===== src/sv/pulse_interval_bit_receiver_macros.svh =====
// ----------------------------------------------------------------------------
// Pulse interval bit receiver assertion macros
// Shared concurrent assertion forms, clocked on clk_i and held off in reset.
// ----------------------------------------------------------------------------
`ifndef PULSE_INTERVAL_BIT_RECEIVER_MACROS_SVH
`define PULSE_INTERVAL_BIT_RECEIVER_MACROS_SVH

// Same-cycle implication: when the antecedent holds, the consequent holds too.
`define PIBR_ASSERT_IMP(lbl, ante, cons, msg) \
  lbl: assert property (@(posedge clk_i) disable iff (!rst_ni) (ante) |-> (cons)) \
    else $error(msg);

// Next-cycle implication: when the antecedent holds, the consequent follows.
`define PIBR_ASSERT_NXT(lbl, ante, cons, msg) \
  lbl: assert property (@(posedge clk_i) disable iff (!rst_ni) (ante) |=> (cons)) \
    else $error(msg);

`endif


===== src/sv/pibr_pkg.sv =====
// ----------------------------------------------------------------------------
// Pulse interval bit receiver package
// Widths, register indexes, reset values and shared types of the receiver.
// ----------------------------------------------------------------------------
package pibr_pkg;

  // Default parameter values.
  localparam int unsigned FRAME_BITS_DEF  = 40;
  localparam int unsigned COUNT_WIDTH_DEF = 24;
  localparam int unsigned MAX_FRAME_BITS  = 64;

  // Fixed field widths.
  localparam int unsigned WIN_WIDTH  = 16;
  localparam int unsigned GAP_WIDTH  = 24;
  localparam int unsigned FRAME_W    = 40;
  localparam int unsigned EDGE_W     = 6;
  localparam int unsigned CFG_IDX_W  = 3;
  localparam int unsigned CFG_DATA_W = 24;

  // Configuration register indexes.
  localparam logic [CFG_IDX_W-1:0] REG_ONE_MIN     = 3'd0;
  localparam logic [CFG_IDX_W-1:0] REG_ONE_MAX     = 3'd1;
  localparam logic [CFG_IDX_W-1:0] REG_ZERO_MIN    = 3'd2;
  localparam logic [CFG_IDX_W-1:0] REG_ZERO_MAX    = 3'd3;
  localparam logic [CFG_IDX_W-1:0] REG_GAP_TIMEOUT = 3'd4;

  // Configuration reset values.
  localparam logic [WIN_WIDTH-1:0] ONE_MIN_RST     = 16'd100;
  localparam logic [WIN_WIDTH-1:0] ONE_MAX_RST     = 16'd140;
  localparam logic [WIN_WIDTH-1:0] ZERO_MIN_RST    = 16'd60;
  localparam logic [WIN_WIDTH-1:0] ZERO_MAX_RST    = 16'd100;
  localparam logic [GAP_WIDTH-1:0] GAP_TIMEOUT_RST = 24'd5000000;

  typedef struct packed {
    logic [WIN_WIDTH-1:0] one_min;
    logic [WIN_WIDTH-1:0] one_max;
    logic [WIN_WIDTH-1:0] zero_min;
    logic [WIN_WIDTH-1:0] zero_max;
    logic [GAP_WIDTH-1:0] gap_timeout;
  } cfg_t;

  typedef struct packed {
    logic [FRAME_W-1:0] frame_data;
    logic [EDGE_W-1:0]  edge_count;
    logic               overrun;
  } res_t;

  typedef struct packed {
    logic armed;
    logic overrun;
  } sts_t;

endpackage


===== src/sv/pibr_cfg_regs.sv =====
// ----------------------------------------------------------------------------
// Pulse interval bit receiver configuration registers
// Holds the bit windows and the gap timeout, written by index.
// ----------------------------------------------------------------------------
module pibr_cfg_regs import pibr_pkg::*; (
  input  logic                  clk_i,
  input  logic                  rst_ni,
  input  logic                  wr_i,
  input  logic [CFG_IDX_W-1:0]  idx_i,
  input  logic [CFG_DATA_W-1:0] data_i,
  output cfg_t                  cfg_o
);

  cfg_t cfg_q;
  cfg_t cfg_d;

  always_comb begin
    cfg_d = cfg_q;
    if (wr_i) begin
      unique case (idx_i)
        REG_ONE_MIN:     cfg_d.one_min     = data_i[WIN_WIDTH-1:0];
        REG_ONE_MAX:     cfg_d.one_max     = data_i[WIN_WIDTH-1:0];
        REG_ZERO_MIN:    cfg_d.zero_min    = data_i[WIN_WIDTH-1:0];
        REG_ZERO_MAX:    cfg_d.zero_max    = data_i[WIN_WIDTH-1:0];
        REG_GAP_TIMEOUT: cfg_d.gap_timeout = data_i[GAP_WIDTH-1:0];
        default: ;  // Writes past the register list are dropped.
      endcase
    end
  end

  always_ff @(posedge clk_i or negedge rst_ni) begin
    if (!rst_ni) begin
      cfg_q.one_min     <= ONE_MIN_RST;
      cfg_q.one_max     <= ONE_MAX_RST;
      cfg_q.zero_min    <= ZERO_MIN_RST;
      cfg_q.zero_max    <= ZERO_MAX_RST;
      cfg_q.gap_timeout <= GAP_TIMEOUT_RST;
    end else begin
      cfg_q <= cfg_d;
    end
  end

  assign cfg_o = cfg_q;

endmodule


===== config.mk =====
export PLATFORM = sky130hd
export DESIGN_NAME = pibr_cfg_regs
export DESIGN_NICKNAME = d
export VERILOG_FILES = /design/src/sv/pulse_interval_bit_receiver_macros.svh /design/src/sv/pibr_pkg.sv /design/src/sv/pibr_cfg_regs.sv
export SDC_FILE = /design/constraint.sdc
export NUM_CORES = 1
export LEC_CHECK = 0
export BUFFER_PORTS_ARGS = -buffer_cell sky130_fd_sc_hd__buf_2
export CORE_UTILIZATION = 45
export DETAILED_ROUTE_END_ITERATION = 8
export HOLD_SLACK_MARGIN = 0.05
export PLACE_DENSITY = 0.74
export SLEW_MARGIN = 20
export SYNTH_ARGS = -nofsm -noshare
export SYNTH_HDL_FRONTEND = slang
export SYNTH_SLANG_ARGS = --single-unit

===== constraint.sdc =====
create_clock -name clk_i -period 0.8 [get_ports clk_i]
set_input_delay 0.16 -clock clk_i [delete_from_list [all_inputs] [get_ports clk_i]]
set_output_delay 0.16 -clock clk_i [all_outputs]
set_load 0.02 [all_outputs]

==> impl_metrics.ini <==
[hold_path]
worstHoldPathType = in2reg
min_path_cells = 2

[outcome]
status = finished with violations
violations = setup timing

[detailed_routing]
drt_pre_antenna_iters = 4
avgViaCountPerCell = 4.92
wire_per_inst_um = 20.7
drt_wl_total_mm = 10.3
drtIter0Drc = 82
vias = 2462
ant_nets = 0
drcViolationCount = 0

[sta]
setup-violations-final = 175
final.period_utilization_pct = 149
maxSlewHeadroom_pct = 84.4
fin_crit_ns = 1.19
finalHoldViolCount = 0
whs_ns = 0.0485
finalClockSkew_ns = 0
slew_viol_final = 0
rsz0062_at_grt = true
worst_pin_slew_ns = 0.233
fin_ws_ns = -0.392
clock.fmax_mhz = 839

[clock_tree]
clockRootBuffer = clkbuf_8
cts_tree = yes
clk_path_buf_depth = 2
clock_insertion_delay_worst_skew_ns = 0.34
cts_buffers = 9
holdBufCountCts = 3
clkTransAtPathRegs_ns = 0.10
numClockSinks = 88
htree_levels = 3

[setup_path]
cp-start-kind = flop
startpoint = cfg_o[45]
arrival_ns = 1.03
rrSetupSlack_ns = -0.14
worstPathRequired_ns = 0.64
path_max_fanout = 2
timing.rr.start = cfg_o[71]
rr_worst_depth = 2
end_kind = output port
crit_type = reg2out
worstReg2RegEnd = cfg_o[71]
critical-path-max-stage-delay_ns = 0.57
endpoint = cfg_o[45]
cp_cell_sequence = buf_6
path_buf_inv = 1
slowest_stage = dfstp_2
path_delay_family = flip-flops
crit_cells = 1

[floorplan]
ios = 118
initial_core_util_pct = 46.7
die_h_um = 89.0
dieArea_sq_mm = 0.00792
num_rows = 31
coreArea_sq_mm = 0.00729
die_w_um = 89.0

[power]
p_clk_share_pct = 21.5
power_density_mw_per_mm2 = 2750
total_leakage_power_nw = 3.00
peakVddDrop_v = 0.00131
seqPwrFrac_pct = 38.3
switching_share_pct = 29.7
power_switching_mw = 5.02
pwr-share-comb_pct = 40.2
power.internal_mw = 11.9

[cells_and_area]
n_fill_cell = 322
drive_above_1_share_pct = 82.8
nets = 426
syn2layout_area_growth_pct = 80.6
final_cell_mix = buf_6, mux2_4, dfrtp_1, buf_4, buf_2
design_area_sq_mm = 0.00615
final_common_cell = buf_6
antenna_cells = 0
largest_reg_flops = 88
final_cells = 500

[global_route]
gr-total-overflow = 0
grt_most_used_layer = met2
grt_max_degree = 30
met1_usage_pct = 32.8
grtUsageMet2_pct = 45.2
gr-usage-met3_pct = 4.52
antenna_found_initial = 0
grt_pass1_wl_mm = 14.7
first_global_vias = 2671
grt_usage_pct = 26.0

[job]
maxCapViolations = 0

[placed_design]
gp_congestion = 0.792
dp_cells = 414
post-dp-hpwl_mm = 5.20
port_buffers = 117
post_dp_cell_area_sq_mm = 0.00449
post-place-ws_ns = -0.525

[synthesis]
yosysSeqAreaShare_pct = 65.4
synth-seq-cells = 88
yosysTopAreaCell = dfrtp_1
synth_area_leaders = dfrtp_1, mux2_2, dfstp_2, buf_6, buf_8
syn_nets = 220
avgSynthCellArea_sq_um = 17.9
ys_warn_count = 0
syn_inst = 190
synthesis.area_sq_mm = 0.00341
netlist-cell-type-count = 11
synth_top_area_share_pct = 49.2
-- metal layers --
layer	share of wire [%]	wire, um
met1	42	4350
met2	54	5550
met3	2.9	301
met4	1.2	126
met5	0	0
-- metrics by stage --
stage                     setup TNS (ns)  power (mW)  util, %
after global routing              -38.24        17.5     84.3
after CTS                         -36.57        16.1     82.3
after floorplan                   -23.36        8.76        -
after global placement            -38.68        10.2     61.6
final                             -34.85        16.9     84.3
after detailed placement          -40.27        10.3     61.6
-- cells by family after synthesis --
logic type             synth area share (%)
muxes                                  29.3
buffers and inverters                  3.01
and+or+nand+nor                        2.24
DFF                                    65.4
-- power groups by stage --
stage          sequential, mW  clock, mW  combinational (mW)
2_1_floorplan            7.43          0                1.34
3_3_place_gp             6.17          0                4.05
3_5_place_dp             6.19          0                4.13
4_1_cts                  6.35       3.64                6.11
5_1_grt                  6.57       3.85                7.09
6_report                 6.47       3.63                6.79
-- area by class of cell --
type	count	area, sq um	area share (%)
clock buffer	10	128	2.08
clock inverter	6	108	1.75
sequential	88	2230	36.3
timing repair buffer	204	2150	34.9
tap	99	124	2.01
multi-input combinational	93	1410	23.0
-- cells in the mapped netlist (all sizes together) --
library cell and number:
nand4b 1, buf 9, mux2 88, nor4b 1
and4bb 3, dfrtp 67, dfstp 21
-- what timing repair did --
item                                   CTS  global route
gates resized for setup                222            42
buffers inserted                        45            34
endpoints found under the hold margin   79             4
setup endpoints to repair              163           176
gates cloned                             6             0
pin swaps                                5             3
-- worst min-delay path by stage --
stage | slack, ns | start | to
5_1_grt | 0.04 | data_i[17] | cfg_o[17]
2_1_floorplan | -0.14 | rst_ni | cfg_o[0]
6_report | 0.05 | data_i[16] | cfg_o[16]
4_1_cts | 0.03 | data_i[17] | cfg_o[17]
3_3_place_gp | 0.04 | rst_ni | cfg_o[34]
3_5_place_dp | 0.04 | rst_ni | cfg_o[34]
No activity file was read; power rests on OpenSTA's default activity.
