### src/sv/pulse_interval_bit_receiver_macros.svh
// ----------------------------------------------------------------------------
// Pulse interval bit receiver assertion macros
// Shared concurrent assertion forms, clocked on clk_i and held off in reset.
// ----------------------------------------------------------------------------
`ifndef PULSE_INTERVAL_BIT_RECEIVER_MACROS_SVH
`define PULSE_INTERVAL_BIT_RECEIVER_MACROS_SVH

// Same-cycle implication: when the antecedent holds, the consequent holds too.
`define PIBR_ASSERT_IMP(lbl, ante, cons, msg) \
  lbl: assert property (@(posedge clk_i) disable iff (!rst_ni) (ante) |-> (cons)) \
    else $error(msg);

// Next-cycle implication: when the antecedent holds, the consequent follows.
`define PIBR_ASSERT_NXT(lbl, ante, cons, msg) \
  lbl: assert property (@(posedge clk_i) disable iff (!rst_ni) (ante) |=> (cons)) \
    else $error(msg);

`endif

### src/sv/pibr_pkg.sv
// ----------------------------------------------------------------------------
// Pulse interval bit receiver package
// Widths, register indexes, reset values and shared types of the receiver.
// ----------------------------------------------------------------------------
package pibr_pkg;

  // Default parameter values.
  localparam int unsigned FRAME_BITS_DEF  = 40;
  localparam int unsigned COUNT_WIDTH_DEF = 24;
  localparam int unsigned MAX_FRAME_BITS  = 64;

  // Fixed field widths.
  localparam int unsigned WIN_WIDTH  = 16;
  localparam int unsigned GAP_WIDTH  = 24;
  localparam int unsigned FRAME_W    = 40;
  localparam int unsigned EDGE_W     = 6;
  localparam int unsigned CFG_IDX_W  = 3;
  localparam int unsigned CFG_DATA_W = 24;

  // Configuration register indexes.
  localparam logic [CFG_IDX_W-1:0] REG_ONE_MIN     = 3'd0;
  localparam logic [CFG_IDX_W-1:0] REG_ONE_MAX     = 3'd1;
  localparam logic [CFG_IDX_W-1:0] REG_ZERO_MIN    = 3'd2;
  localparam logic [CFG_IDX_W-1:0] REG_ZERO_MAX    = 3'd3;
  localparam logic [CFG_IDX_W-1:0] REG_GAP_TIMEOUT = 3'd4;

  // Configuration reset values.
  localparam logic [WIN_WIDTH-1:0] ONE_MIN_RST     = 16'd100;
  localparam logic [WIN_WIDTH-1:0] ONE_MAX_RST     = 16'd140;
  localparam logic [WIN_WIDTH-1:0] ZERO_MIN_RST    = 16'd60;
  localparam logic [WIN_WIDTH-1:0] ZERO_MAX_RST    = 16'd100;
  localparam logic [GAP_WIDTH-1:0] GAP_TIMEOUT_RST = 24'd5000000;

  typedef struct packed {
    logic [WIN_WIDTH-1:0] one_min;
    logic [WIN_WIDTH-1:0] one_max;
    logic [WIN_WIDTH-1:0] zero_min;
    logic [WIN_WIDTH-1:0] zero_max;
    logic [GAP_WIDTH-1:0] gap_timeout;
  } cfg_t;

  typedef struct packed {
    logic [FRAME_W-1:0] frame_data;
    logic [EDGE_W-1:0]  edge_count;
    logic               overrun;
  } res_t;

  typedef struct packed {
    logic armed;
    logic overrun;
  } sts_t;

endpackage

### src/sv/pibr_core.sv
// ----------------------------------------------------------------------------
// Pulse interval bit receiver core
// Edge detection, interval counting, bit classification and frame timeout.
// ----------------------------------------------------------------------------
module pibr_core import pibr_pkg::*; #(
  parameter int unsigned FRAME_BITS  = FRAME_BITS_DEF,
  parameter int unsigned COUNT_WIDTH = COUNT_WIDTH_DEF
) (
  input  logic clk_i,
  input  logic rst_ni,
  input  logic step_i,
  input  logic level_i,
  input  cfg_t cfg_i,
  output logic res_vld_o,
  output res_t res_o,
  output sts_t sts_o
);

  localparam int unsigned BIW  = $clog2(FRAME_BITS + 1);
  localparam int unsigned IDXW = $clog2(FRAME_BITS);
  localparam int unsigned CMPW = (COUNT_WIDTH > GAP_WIDTH) ? COUNT_WIDTH : GAP_WIDTH;
  localparam logic [COUNT_WIDTH-1:0] CNT_MAX = '1;

  logic                   prev_q, prev_d;
  logic                   armed_q, armed_d;
  logic [COUNT_WIDTH-1:0] tick_q, tick_d;
  logic [BIW-1:0]         idx_q, idx_d;
  logic                   ovr_q, ovr_d;
  logic [FRAME_BITS-1:0]  frame_q, frame_d;

  logic                   falling;
  logic [COUNT_WIDTH-1:0] tick_inc;
  logic                   is_one;
  logic                   is_zero;
  logic                   timeout;
  logic                   idx_full;
  logic [MAX_FRAME_BITS-1:0] frame_wide;

  assign falling  = prev_q & ~level_i;
  assign tick_inc = (armed_q && (tick_q != CNT_MAX)) ? tick_q + 1'b1 : tick_q;
  assign is_one   = (tick_inc >= COUNT_WIDTH'(cfg_i.one_min)) &&
                    (tick_inc <  COUNT_WIDTH'(cfg_i.one_max));
  assign is_zero  = (tick_inc >= COUNT_WIDTH'(cfg_i.zero_min)) &&
                    (tick_inc <  COUNT_WIDTH'(cfg_i.zero_max));
  assign timeout  = CMPW'(tick_inc) >= CMPW'(cfg_i.gap_timeout);
  assign idx_full = idx_q >= BIW'(FRAME_BITS);

  always_comb begin
    prev_d    = prev_q;
    armed_d   = armed_q;
    tick_d    = tick_q;
    idx_d     = idx_q;
    ovr_d     = ovr_q;
    frame_d   = frame_q;
    res_vld_o = 1'b0;
    if (step_i) begin
      prev_d = level_i;
      if (falling) begin
        tick_d = '0;
        if (!armed_q) begin
          armed_d = 1'b1;
        end else if (idx_full) begin
          ovr_d = 1'b1;
        end else begin
          // The one window wins where the two windows overlap.
          if (is_one) begin
            frame_d[idx_q[IDXW-1:0]] = 1'b1;
          end else if (is_zero) begin
            frame_d[idx_q[IDXW-1:0]] = 1'b0;
          end
          idx_d = idx_q + 1'b1;
        end
      end else if (armed_q && timeout) begin
        res_vld_o = 1'b1;
        armed_d   = 1'b0;
        idx_d     = '0;
        ovr_d     = 1'b0;
        tick_d    = '0;
      end else begin
        tick_d = tick_inc;
      end
    end
  end

  always_ff @(posedge clk_i or negedge rst_ni) begin
    if (!rst_ni) begin
      prev_q  <= 1'b1;
      armed_q <= 1'b0;
      tick_q  <= '0;
      idx_q   <= '0;
      ovr_q   <= 1'b0;
      frame_q <= '0;
    end else begin
      prev_q  <= prev_d;
      armed_q <= armed_d;
      tick_q  <= tick_d;
      idx_q   <= idx_d;
      ovr_q   <= ovr_d;
      frame_q <= frame_d;
    end
  end

  // The frame bits are kept across frames; only the low result bits leave.
  assign frame_wide       = MAX_FRAME_BITS'(frame_q);
  assign res_o.frame_data = frame_wide[FRAME_W-1:0];
  assign res_o.edge_count = EDGE_W'(idx_q);
  assign res_o.overrun    = ovr_q;

  assign sts_o.armed   = armed_q;
  assign sts_o.overrun = ovr_q;

endmodule

### config.mk
export PLATFORM = sky130hd
export DESIGN_NAME = pibr_core
export DESIGN_NICKNAME = d
export VERILOG_FILES = /design/src/sv/pulse_interval_bit_receiver_macros.svh /design/src/sv/pibr_pkg.sv /design/src/sv/pibr_core.sv
export SDC_FILE = /design/constraint.sdc
export NUM_CORES = 1
export LEC_CHECK = 0
export ABC_AREA = 1
export ABC_CLOCK_PERIOD_IN_PS = 4150
export BUFFER_PORTS_ARGS = -buffer_cell sky130_fd_sc_hd__buf_2
export CORE_ASPECT_RATIO = 0.6
export CORE_MARGIN = 1
export CORE_UTILIZATION = 57
export DETAILED_ROUTE_END_ITERATION = 8
export PLACE_DENSITY_LB_ADDON = 0.1
export SLEW_MARGIN = 15
export SYNTH_ARGS = -nofsm -noshare
export SYNTH_HDL_FRONTEND = slang
export SYNTH_SLANG_ARGS = --single-unit
### constraint.sdc
create_clock -name clk_i -period 4.15 [get_ports clk_i]
set_input_delay 0.415 -clock clk_i [delete_from_list [all_inputs] [get_ports clk_i]]
set_output_delay 0.415 -clock clk_i [all_outputs]
set_load 0.02 [all_outputs]
==> results.py, run 1 <==
metrics = {
    "pwr": {
        "clockPowerShare_pct": 27.0,
        "power_w": 0.00272,
        "pwr-share-seq_pct": 31.3,
        "leakage_nw": 4.72,
        "p_int_w": 0.00158,
        "peakVddDrop_mv": 0.259,
        "p_switching_w": 0.00114,
        "switching_share_pct": 41.9,
        "p_comb_share_pct": 41.8,
        "powerDensity_mw_per_mm2": 322,
    },
    "drt": {
        "drc": 0,
        "wl_per_cell_um": 13.2,
        "vias": 7028,
        "drt_iter0_drc": 594,
        "firstDrtPassIters": 5,
        "routed_wl_um": 18300,
        "via_per_inst": 5.05,
        "antenna_left": 0,
    },
    "critical_path": {
        "timing.rr.start": "tick_q[0]",
        "reg2reg_depth": 26,
        "crit_required_ns": 3.73,
        "startpoint_type": "register",
        "worstSetupPathType": "reg -> out",
        "endpoint_kind": "primary output",
        "cp_max_fo": 7,
        "arrival_ns": 3.57,
        "r2r_setup_slack_ns": 0.34,
    },
    "sta": {
        "timing.hold.ws_ns": 0.102,
        "hold_viol": 0,
        "period_minus_slack_ns": 3.99,
        "finalSetupViolations": 0,
        "clock.fmax_mhz": 251,
        "min_period_over_period_pct": 96.0,
        "worst_pin_slew_ns": 0.838,
        "slew_violations": 0,
        "maxSlewHeadroom_pct": 44.0,
        "clock_skew_ns": 0.00726,
    },
    "floorplanning": {
        "core_mm2": 0.0116,
        "rows": 30,
        "die_h_um": 87.9,
        "start_util_pct": 60.2,
        "dieArea_mm2": 0.0127,
        "ios": 142,
        "die_w_um": 145,
    },
    "logic_synthesis": {
        "ys_async_sr_fraction_pct": 100,
        "synth-seq-area-share_pct": 26.1,
        "synth_edf_count": 0,
        "synth_cell_types": 31,
        "yosysWarnings": 0,
        "synth_ff_type": "dfrtp_1",
        "synth_fp_nets": 1258,
        "ys_ff_latch": 73,
        "avgSynthCellArea_um2": 6.50,
        "synth_cells": 1077,
        "syn-cell-area_mm2": 0.00700,
    },
    "global_routing": {
        "met2_usage_pct": 39.6,
        "grt_use_total_pct": 29.3,
        "antenna_found_initial": 0,
        "grt_overflow": 0,
        "grt.met3_usage_pct": 5.21,
        "use_met1_pct": 47.1,
        "grt_busiest_layer": "met1",
        "grt_max_degree": 81,
        "grt_pass1_vias": 6031,
        "grt_pass1_wl_um": 29400,
    },
    "place": {
        "dp_hpwl_um": 13700,
        "port_buffers": 141,
        "placedCellCount": 1356,
        "gp_congestion": 0.915,
    },
    "clock_network": {
        "numCtsBuffers": 9,
        "clk_latency_ns": 0.35,
        "postCtsHoldBufs": 0,
        "clk_path_buf_depth": 2,
        "clkTransAtPathRegs_ns": 0.06,
        "htree_levels": 3,
        "clock-sinks": 73,
        "cts_tree": "done",
        "cts-root-buf": "clkbuf_16",
    },
    "min_path": {
        "hold_class": "in -> async",
    },
    "layout": {
        "drive_above_1_share_pct": 20.1,
        "diodes": 0,
        "area_delta_synth_final_pct": 20.5,
        "fillerInstances": 1029,
        "nets": 1408,
        "stdcell_count": 1392,
        "utilization_pct": 72.5,
    },
    "job": {
        "drv_cap": 0,
    },
    "run_status": {
        "status": "complete, no violations",
    },
}
## final cells by class
type / instances / area, µm² / area share (%)
multi-input cells: 717 / 4200 / 49.7
inverters: 251 / 947 / 11.2
clock buffers: 11 / 243 / 2.88
well taps: 160 / 200 / 2.37
repair buffers: 175 / 988 / 11.7
clock inverters: 5 / 31.3 / 0.371
flip-flops and latches: 73 / 1830 / 21.7
## metal layers
metal / part of all wire (%) / routed length [µm]
met5: 0 / 0
met3: 8.5 / 1550
met2: 38 / 6890
met1: 53 / 9730
met4: 0.87 / 159
## synth_stat cells, types with 2 or more instances
cell | count | area [µm²]
or2_2 | 2 | 12.5
dfrtp_1 | 72 | 1800
a211oi_1 | 9 | 67.6
nand2_1 | 268 | 1010
nand3_1 | 96 | 480
clkbuf_1 | 18 | 67.6
o21ai_0 | 35 | 175
nand2_2 | 5 | 31.3
nor2_1 | 92 | 345
a21oi_1 | 33 | 165
buf_6 | 9 | 101
ha_1 | 89 | 1110
nand4_1 | 44 | 275
o31ai_1 | 4 | 30.0
inv_1 | 248 | 931
inv_2 | 3 | 11.3
buf_4 | 4 | 30.0
nor2_4 | 2 | 22.5
xor2_1 | 16 | 140
nor3_1 | 13 | 65.1
buf_2 | 5 | 25.0
## power by group through the flow
stage                     sequential (W)  combinational (W)  clock [W]
after CTS                       0.000843            0.00107   0.000746
after floorplan                 0.000848           0.000715          0
after detailed placement        0.000853            0.00105          0
after global placement          0.000851            0.00103          0
after global routing            0.000856            0.00128   0.000774
final                           0.000849            0.00113   0.000733
## cells by family (layout without fill, tap and decap cells)
logic type	Yosys count	in the layout	share of synthesized area (%)
buf+inv	287	442	16.7
xor+xnor	16	16	2.00
flops	73	73	26.1
simple gates	525	525	32.3
fa+ha+maj	89	89	15.9
compound gates	87	87	7.00
## metrics by stage
| step | setup WS [ns] | area, µm² | setup TNS, ns |
|---|---|---|---|
| 5_1_grt | -0.0545 | 8440 | -0.0545 |
| 2_1_floorplan | 0.315 | 7000 | 0 |
| 3_5_place_dp | 0.143 | 7820 | 0 |
| 6_report | 0.165 | 8440 | 0 |
| 3_3_place_gp | 0.248 | 7820 | 0 |
| 4_1_cts | 0.000323 | 8170 | 0 |
## worst max path at each step
stage          startpoint        end  slack, ns  depth (start not counted)
6_report        tick_q[0]  res_vld_o       0.16                         26
5_1_grt         tick_q[0]  res_vld_o      -0.05                         25
4_1_cts         tick_q[1]  res_vld_o     0.0003                         27
3_5_place_dp    tick_q[1]   register       0.14                         24
3_3_place_gp    tick_q[1]  res_vld_o       0.25                         25
2_1_floorplan   tick_q[0]  res_vld_o       0.31                         26
## timing repair
action	in CTS	in global routing
resized for setup	15	39
buffers inserted	2	18
pin swaps	3	14
endpoints found under the hold margin	0	0
cloned	0	0
setup endpoints to repair	1	7
## cell usage in the layout, fill, tap and decap left out, types with 4 or more instances in the layout
cell type and n:
nor3_1 10, nor2_2 7, inv_1 242, dfrtp_2 4, a21oi_1 31, nand2_1 264, buf_2 140, buf_4 33
nand2_2 7, nand3_1 94, nor2_4 6, ha_1 86, dfrtp_1 68, a211oi_1 9, o31ai_1 4, inv_2 8
nor2_1 82, xor2_1 12, xor2_2 4, o21ai_0 31, clkbuf_16 9, nand4_1 44
## critical path, stage by stage, from the launching register on
cell	delay, ns
dfrtp_1	0.40
ha_4	0.16
inv_2	0.04
nor2_4	0.13
nand2_4	0.08
nor2_4	0.11
nand2_2	0.09
nand2_4	0.15
inv_6	0.06
nand2_2	0.08
xor2_1	0.17
inv_2	0.09
ha_1	0.29
a21o_1	0.18
nor2_1	0.17
o21ai_1	0.08
nand3_1	0.07
nand2_1	0.07
a21oi_2	0.15
o21ai_1	0.07
nand2_1	0.06
nand2_1	0.06
inv_1	0.09
nor2_2	0.05
nand3_1	0.12
inv_1	0.05
buf_4	0.15
Power figures use the tool's default switching activity.
==> inputs of run 2 (changes only) <==
--- a/config.mk
+++ b/config.mk
@@ -12,7 +12,7 @@
 export CORE_MARGIN = 1
 export CORE_UTILIZATION = 57
 export DETAILED_ROUTE_END_ITERATION = 8
-export PLACE_DENSITY_LB_ADDON = 0.1
+export PLACE_DENSITY = 0.82
 export SLEW_MARGIN = 15
 export SYNTH_ARGS = -nofsm -noshare
 export SYNTH_HDL_FRONTEND = slang
==> results.py, run 2 (synthesis results as in run 1) <==
metrics = {
    "global_routing": {
        "grt_pass1_wl_um": 30900,
        "grt_pass1_vias": 6423,
        "grt_max_degree": 81,
        "antenna_found_initial": 0,
        "grt_use_total_pct": 30.3,
        "grt_overflow": 0,
    },
    "layout": {
        "final_cell_mix": "264 x nand2_1, 240 x inv_1, 140 x buf_2, 95 x nand3_1, 84 x ha_1",
        "nets": 1419,
        "stdcell_count": 1402,
        "multi_input_area_mm2": 0.00420,
        "fillerInstances": 951,
        "area_delta_synth_final_pct": 22.3,
        "final_common_cell": "nand2_1",
        "diodes": 0,
        "drive_above_1_share_pct": 21.1,
        "final_cell_area_mm2": 0.00857,
        "regArea_mm2": 0.00183,
    },
    "clock_network": {
        "clk_path_buf_depth": 2,
        "clock-sinks": 73,
        "postCtsHoldBufs": 0,
        "clk_latency_ns": 0.34,
        "htree_levels": 3,
        "cts_tree": "done",
        "clkTransAtPathRegs_ns": 0.06,
        "cts-root-buf": "clkbuf_16",
        "numCtsBuffers": 9,
    },
    "place": {
        "pre_cts_ws_ns": 0.0942,
        "gp_congestion": 0.929,
        "port_buffers": 141,
        "dpl_cell_area_mm2": 0.00783,
        "dp_hpwl_um": 14300,
        "placedCellCount": 1358,
    },
    "critical_path": {
        "crit_required_ns": 3.73,
        "endpoint_kind": "primary output",
        "startpoint_type": "register",
        "worstSetupPathType": "reg -> out",
        "cp_max_fo": 6,
        "arrival_ns": 3.64,
    },
    "sta": {
        "worst_pin_slew_ns": 0.824,
        "slew_violations": 0,
        "clock.fmax_mhz": 247,
        "finalSetupViolations": 0,
        "period_minus_slack_ns": 4.05,
        "hold_viol": 0,
        "maxSlewHeadroom_pct": 44.9,
        "fin_ws_ns": 0.0972,
        "min_period_over_period_pct": 97.7,
        "clock_skew_ns": 0.00528,
        "timing.hold.ws_ns": 0.00937,
    },
    "floorplanning": {
        "start_util_pct": 60.2,
        "die_h_um": 87.9,
        "core_mm2": 0.0116,
        "die_w_um": 145,
        "dieArea_mm2": 0.0127,
        "ios": 142,
        "rows": 30,
    },
    "pwr": {
        "powerDensity_mw_per_mm2": 342,
        "peakVddDrop_mv": 0.289,
        "leakage_nw": 4.79,
        "power_w": 0.00293,
    },
    "min_path": {
        "hold_class": "in -> async",
    },
    "run_status": {
        "status": "complete, no violations",
    },
    "drt": {
        "wl_per_cell_um": 14.0,
        "antenna_left": 0,
        "drc": 0,
        "routed_wl_um": 19600,
        "vias": 7382,
        "drt_iter0_drc": 655,
        "via_per_inst": 5.27,
        "firstDrtPassIters": 6,
    },
    "job": {
        "drv_cap": 0,
    },
}
[run 2: where the power goes]
part / switching, W / leakage [nW] / internal [W]
logic: 0.000790 / 3.85 / 0.000436
clock network: 0.000307 / 0.151 / 0.000538
registers: 0.0000850 / 0.787 / 0.000770
total: 0.00118 / 4.79 / 0.00175
[run 2: timing repair]
item	CTS	global route
endpoints found under the setup margin	1	14
gates resized for setup	10	48
pin swaps	2	18
buffers inserted	4	25
endpoints found under the hold margin	0	0
[run 2: cell type report]
type	count	area share [%]
Clock inverter	5	0.935
Timing Repair Buffer	186	12.4
Multi-Input combinational cell	717	49.1
Sequential cell	73	21.4
Tap cell	160	2.34
Inverter	251	11.1
Clock buffer	10	2.79
[run 2: critical path, stage by stage, from the launching register on]
cell and delay, ns:
dfrtp_1 0.43, nand2_1 0.13, nor2_2 0.15, nand2_1 0.13
nor2_2 0.16, inv_1 0.09, nor2_4 0.12, nand3_4 0.11
xor2_1 0.15, buf_4 0.17, ha_1 0.33, nand2_1 0.12
o21a_1 0.23, o221ai_2 0.17, a21oi_2 0.06, o21ai_1 0.13
nand2_1 0.09, nand2_2 0.07, inv_2 0.05, nor2_2 0.09
nand3_1 0.10, inv_1 0.08, buf_4 0.13
[run 2: per-layer routing]
metal | share of wire, % | global-route usage [%] | up-vias
li1 | - | - | 3688
met1 | 48 | 45.4 | 3277
met2 | 40 | 45.0 | 377
met3 | 11 | 6.77 | 40
met4 | 1.6 | 4.78 | 0
met5 | 0 | 1.79 | -
[run 2: final timing paths]
path	cells after the start	end	startpoint	slack, ns
max reg2reg	24	register	tick_q[3]	0.31
min	1	async pin	rst_ni	0.009
min in group clk_i	3	prev_q	level_i	0.31
max in group asynchronous	2	tick_q[17]	rst_ni	3.04
max	22	res_vld_o	tick_q[3]	0.1
min reg2reg	2	prev_q	prev_q	0.50
[run 2: per-stage QoR]
step | setup TNS, ns | utilization, %
2_1_floorplan | 0 | -
3_3_place_gp | 0 | 67.2
3_5_place_dp | 0 | 67.2
4_1_cts | 0 | 70.5
5_1_grt | -0.102 | 73.6
6_report | 0 | 73.6
==> inputs of run 3 (changes only) <==
--- a/config.mk
+++ b/config.mk
@@ -12,8 +12,10 @@
 export CORE_MARGIN = 1
 export CORE_UTILIZATION = 57
 export DETAILED_ROUTE_END_ITERATION = 8
-export PLACE_DENSITY = 0.82
+export PLACE_DENSITY = 0.86
+export REMOVE_ABC_BUFFERS = 1
 export SLEW_MARGIN = 15
 export SYNTH_ARGS = -nofsm -noshare
 export SYNTH_HDL_FRONTEND = slang
 export SYNTH_SLANG_ARGS = --single-unit
+export TNS_END_PERCENT = 10
==> results.py, run 3 (synthesis results as in run 1) <==
metrics = {
    "drt": {
        "top_layer": "met4",
        "route.met2.wl_um": 8220,
        "via_per_inst": 5.23,
        "wl_met1_um": 9190,
        "routed_wl_um": 19500,
        "drc": 0,
        "vias": 7332,
        "wl_per_cell_um": 13.9,
        "drt_iter0_drc": 580,
        "firstDrtPassIters": 6,
        "antenna_left": 0,
        "dr_wl_met3_um": 1810,
    },
    "global_routing": {
        "grt_pass1_wl_um": 30300,
        "grt_max_degree": 83,
        "grt_use_total_pct": 29.6,
        "grt_overflow": 0,
        "grt_pass1_vias": 6410,
        "antenna_found_initial": 0,
    },
    "pwr": {
        "leakage_nw": 4.77,
        "peakVddDrop_mv": 0.317,
        "power_w": 0.00285,
        "powerDensity_mw_per_mm2": 331,
    },
    "sta": {
        "finalSetupViolations": 0,
        "hold_viol": 0,
        "worst_pin_slew_ns": 0.769,
        "clock.fmax_mhz": 243,
        "period_minus_slack_ns": 4.11,
        "maxSlewHeadroom_pct": 48.7,
        "fin_tns_setup_ns": 0,
        "slew_violations": 0,
        "min_period_over_period_pct": 99.1,
        "clock_skew_ns": 0.00653,
    },
    "floorplanning": {
        "dieArea_mm2": 0.0127,
        "core_mm2": 0.0116,
        "start_util_pct": 60.2,
        "rows": 30,
        "ios": 142,
        "die_h_um": 87.9,
        "die_w_um": 145,
    },
    "critical_path": {
        "arrival_ns": 3.70,
        "crit_required_ns": 3.73,
        "cp_max_fo": 8,
        "critical_path.most_common_cell": "nand2_2",
        "cp_slowest_stage_delay_ns": 0.43,
        "worstSetupPathType": "reg -> out",
        "startpoint_type": "register",
        "endpoint_kind": "primary output",
        "worst_path_max_delay_cell": "dfrtp_1",
    },
    "job": {
        "drv_cap": 0,
    },
    "layout": {
        "nets": 1417,
        "final_common_cell": "nand2_1",
        "final_cell_mix": "259 x nand2_1, 240 x inv_1, 140 x buf_2, 93 x nand3_1",
        "drive_above_1_share_pct": 21.6,
        "stdcell_count": 1401,
        "fillerInstances": 936,
        "diodes": 0,
        "area_delta_synth_final_pct": 22.9,
    },
    "place": {
        "placedCellCount": 1358,
        "gp_congestion": 0.953,
        "dp_hpwl_um": 14100,
        "port_buffers": 141,
    },
    "clock_network": {
        "clk_latency_ns": 0.34,
        "htree_levels": 3,
        "cts-root-buf": "clkbuf_16",
        "clkTransAtPathRegs_ns": 0.06,
        "clk_path_buf_depth": 2,
        "postCtsHoldBufs": 0,
        "cts_tree": "done",
        "clock-sinks": 73,
        "numCtsBuffers": 9,
    },
    "run_status": {
        "status": "complete, no violations",
    },
    "min_path": {
        "hold_class": "in -> async",
    },
}
run 3: cell count changes in the layout (fill, tap and decap cells not counted), sizes merged:
cell | before | now
bufinv | 2 | 1
inv | 251 | 254
buf | 186 | 183
run 3: critical path, delay by kind of cell (launching register included):
kind / cells / cell delay, ns
AND/OR/NAND/NOR: 14 / 1.48
AO/OA/AOI/OAI: 5 / 0.62
buffers and inverters: 6 / 0.51
flip-flops: 1 / 0.43
adder cells (fa/ha/maj): 1 / 0.30
run 3: worst paths after layout:
path                            start          to  slack, ns  cells after the start
setup / recovery           tick_q[17]   res_vld_o       0.04                     26
hold / removal                 rst_ni   async pin       0.14                      1
setup reg to reg            tick_q[1]    register       0.15                     27
hold reg to reg                prev_q      prev_q       0.50                      2
max in group asynchronous      rst_ni  tick_q[10]       2.93                      2
min in group clk_i            level_i      prev_q       0.30                      3
run 3: repair_timing:
| item | in CTS | in global routing |
|---|---|---|
| buffers inserted | 1 | 25 |
| gates resized for setup | 16 | 51 |
| gates cloned | 0 | 1 |
| pin swaps | 1 | 23 |
| setup endpoints to repair | 1 | 25 |
run 3: power by group:
part           switching [W]  internal (W)
clock               0.000326      0.000471
sequential         0.0000813      0.000769
combinational       0.000771      0.000428
run 3: final cells by class:
class                      instances  area (µm²)  share of cell area, %
multi-input combinational        717        4230                   49.2
inverter                         251         950                   11.0
timing repair buffer             184        1080                   12.6
clock inverter                     7        76.3                  0.887
tap                              160         200                   2.33
clock buffer                       9         225                   2.62
sequential                        73        1830                   21.3
run 3: layer usage:
layer  vias to the layer above  track usage [%]
met5                         -                0
met4                         0             4.31
met3                        37             5.99
met2                       339             45.3
met1                      3271             44.1
li1                       3685                -
run 3: stage by stage:
stage / hold WS [ns] / worst slack, ns / instance area (µm²) / utilization, %
final: 0.145 / 0.0385 / 8600 / 73.9
after global routing: 0.203 / -0.134 / 8600 / 73.9
after CTS: 0.163 / 0.00888 / 8200 / 70.5
after detailed placement: 0.488 / 0.0937 / 7840 / 67.4
after global placement: 0.474 / 0.206 / 7840 / 67.4
after floorplan: 0.119 / -0.0448 / 6780 / -
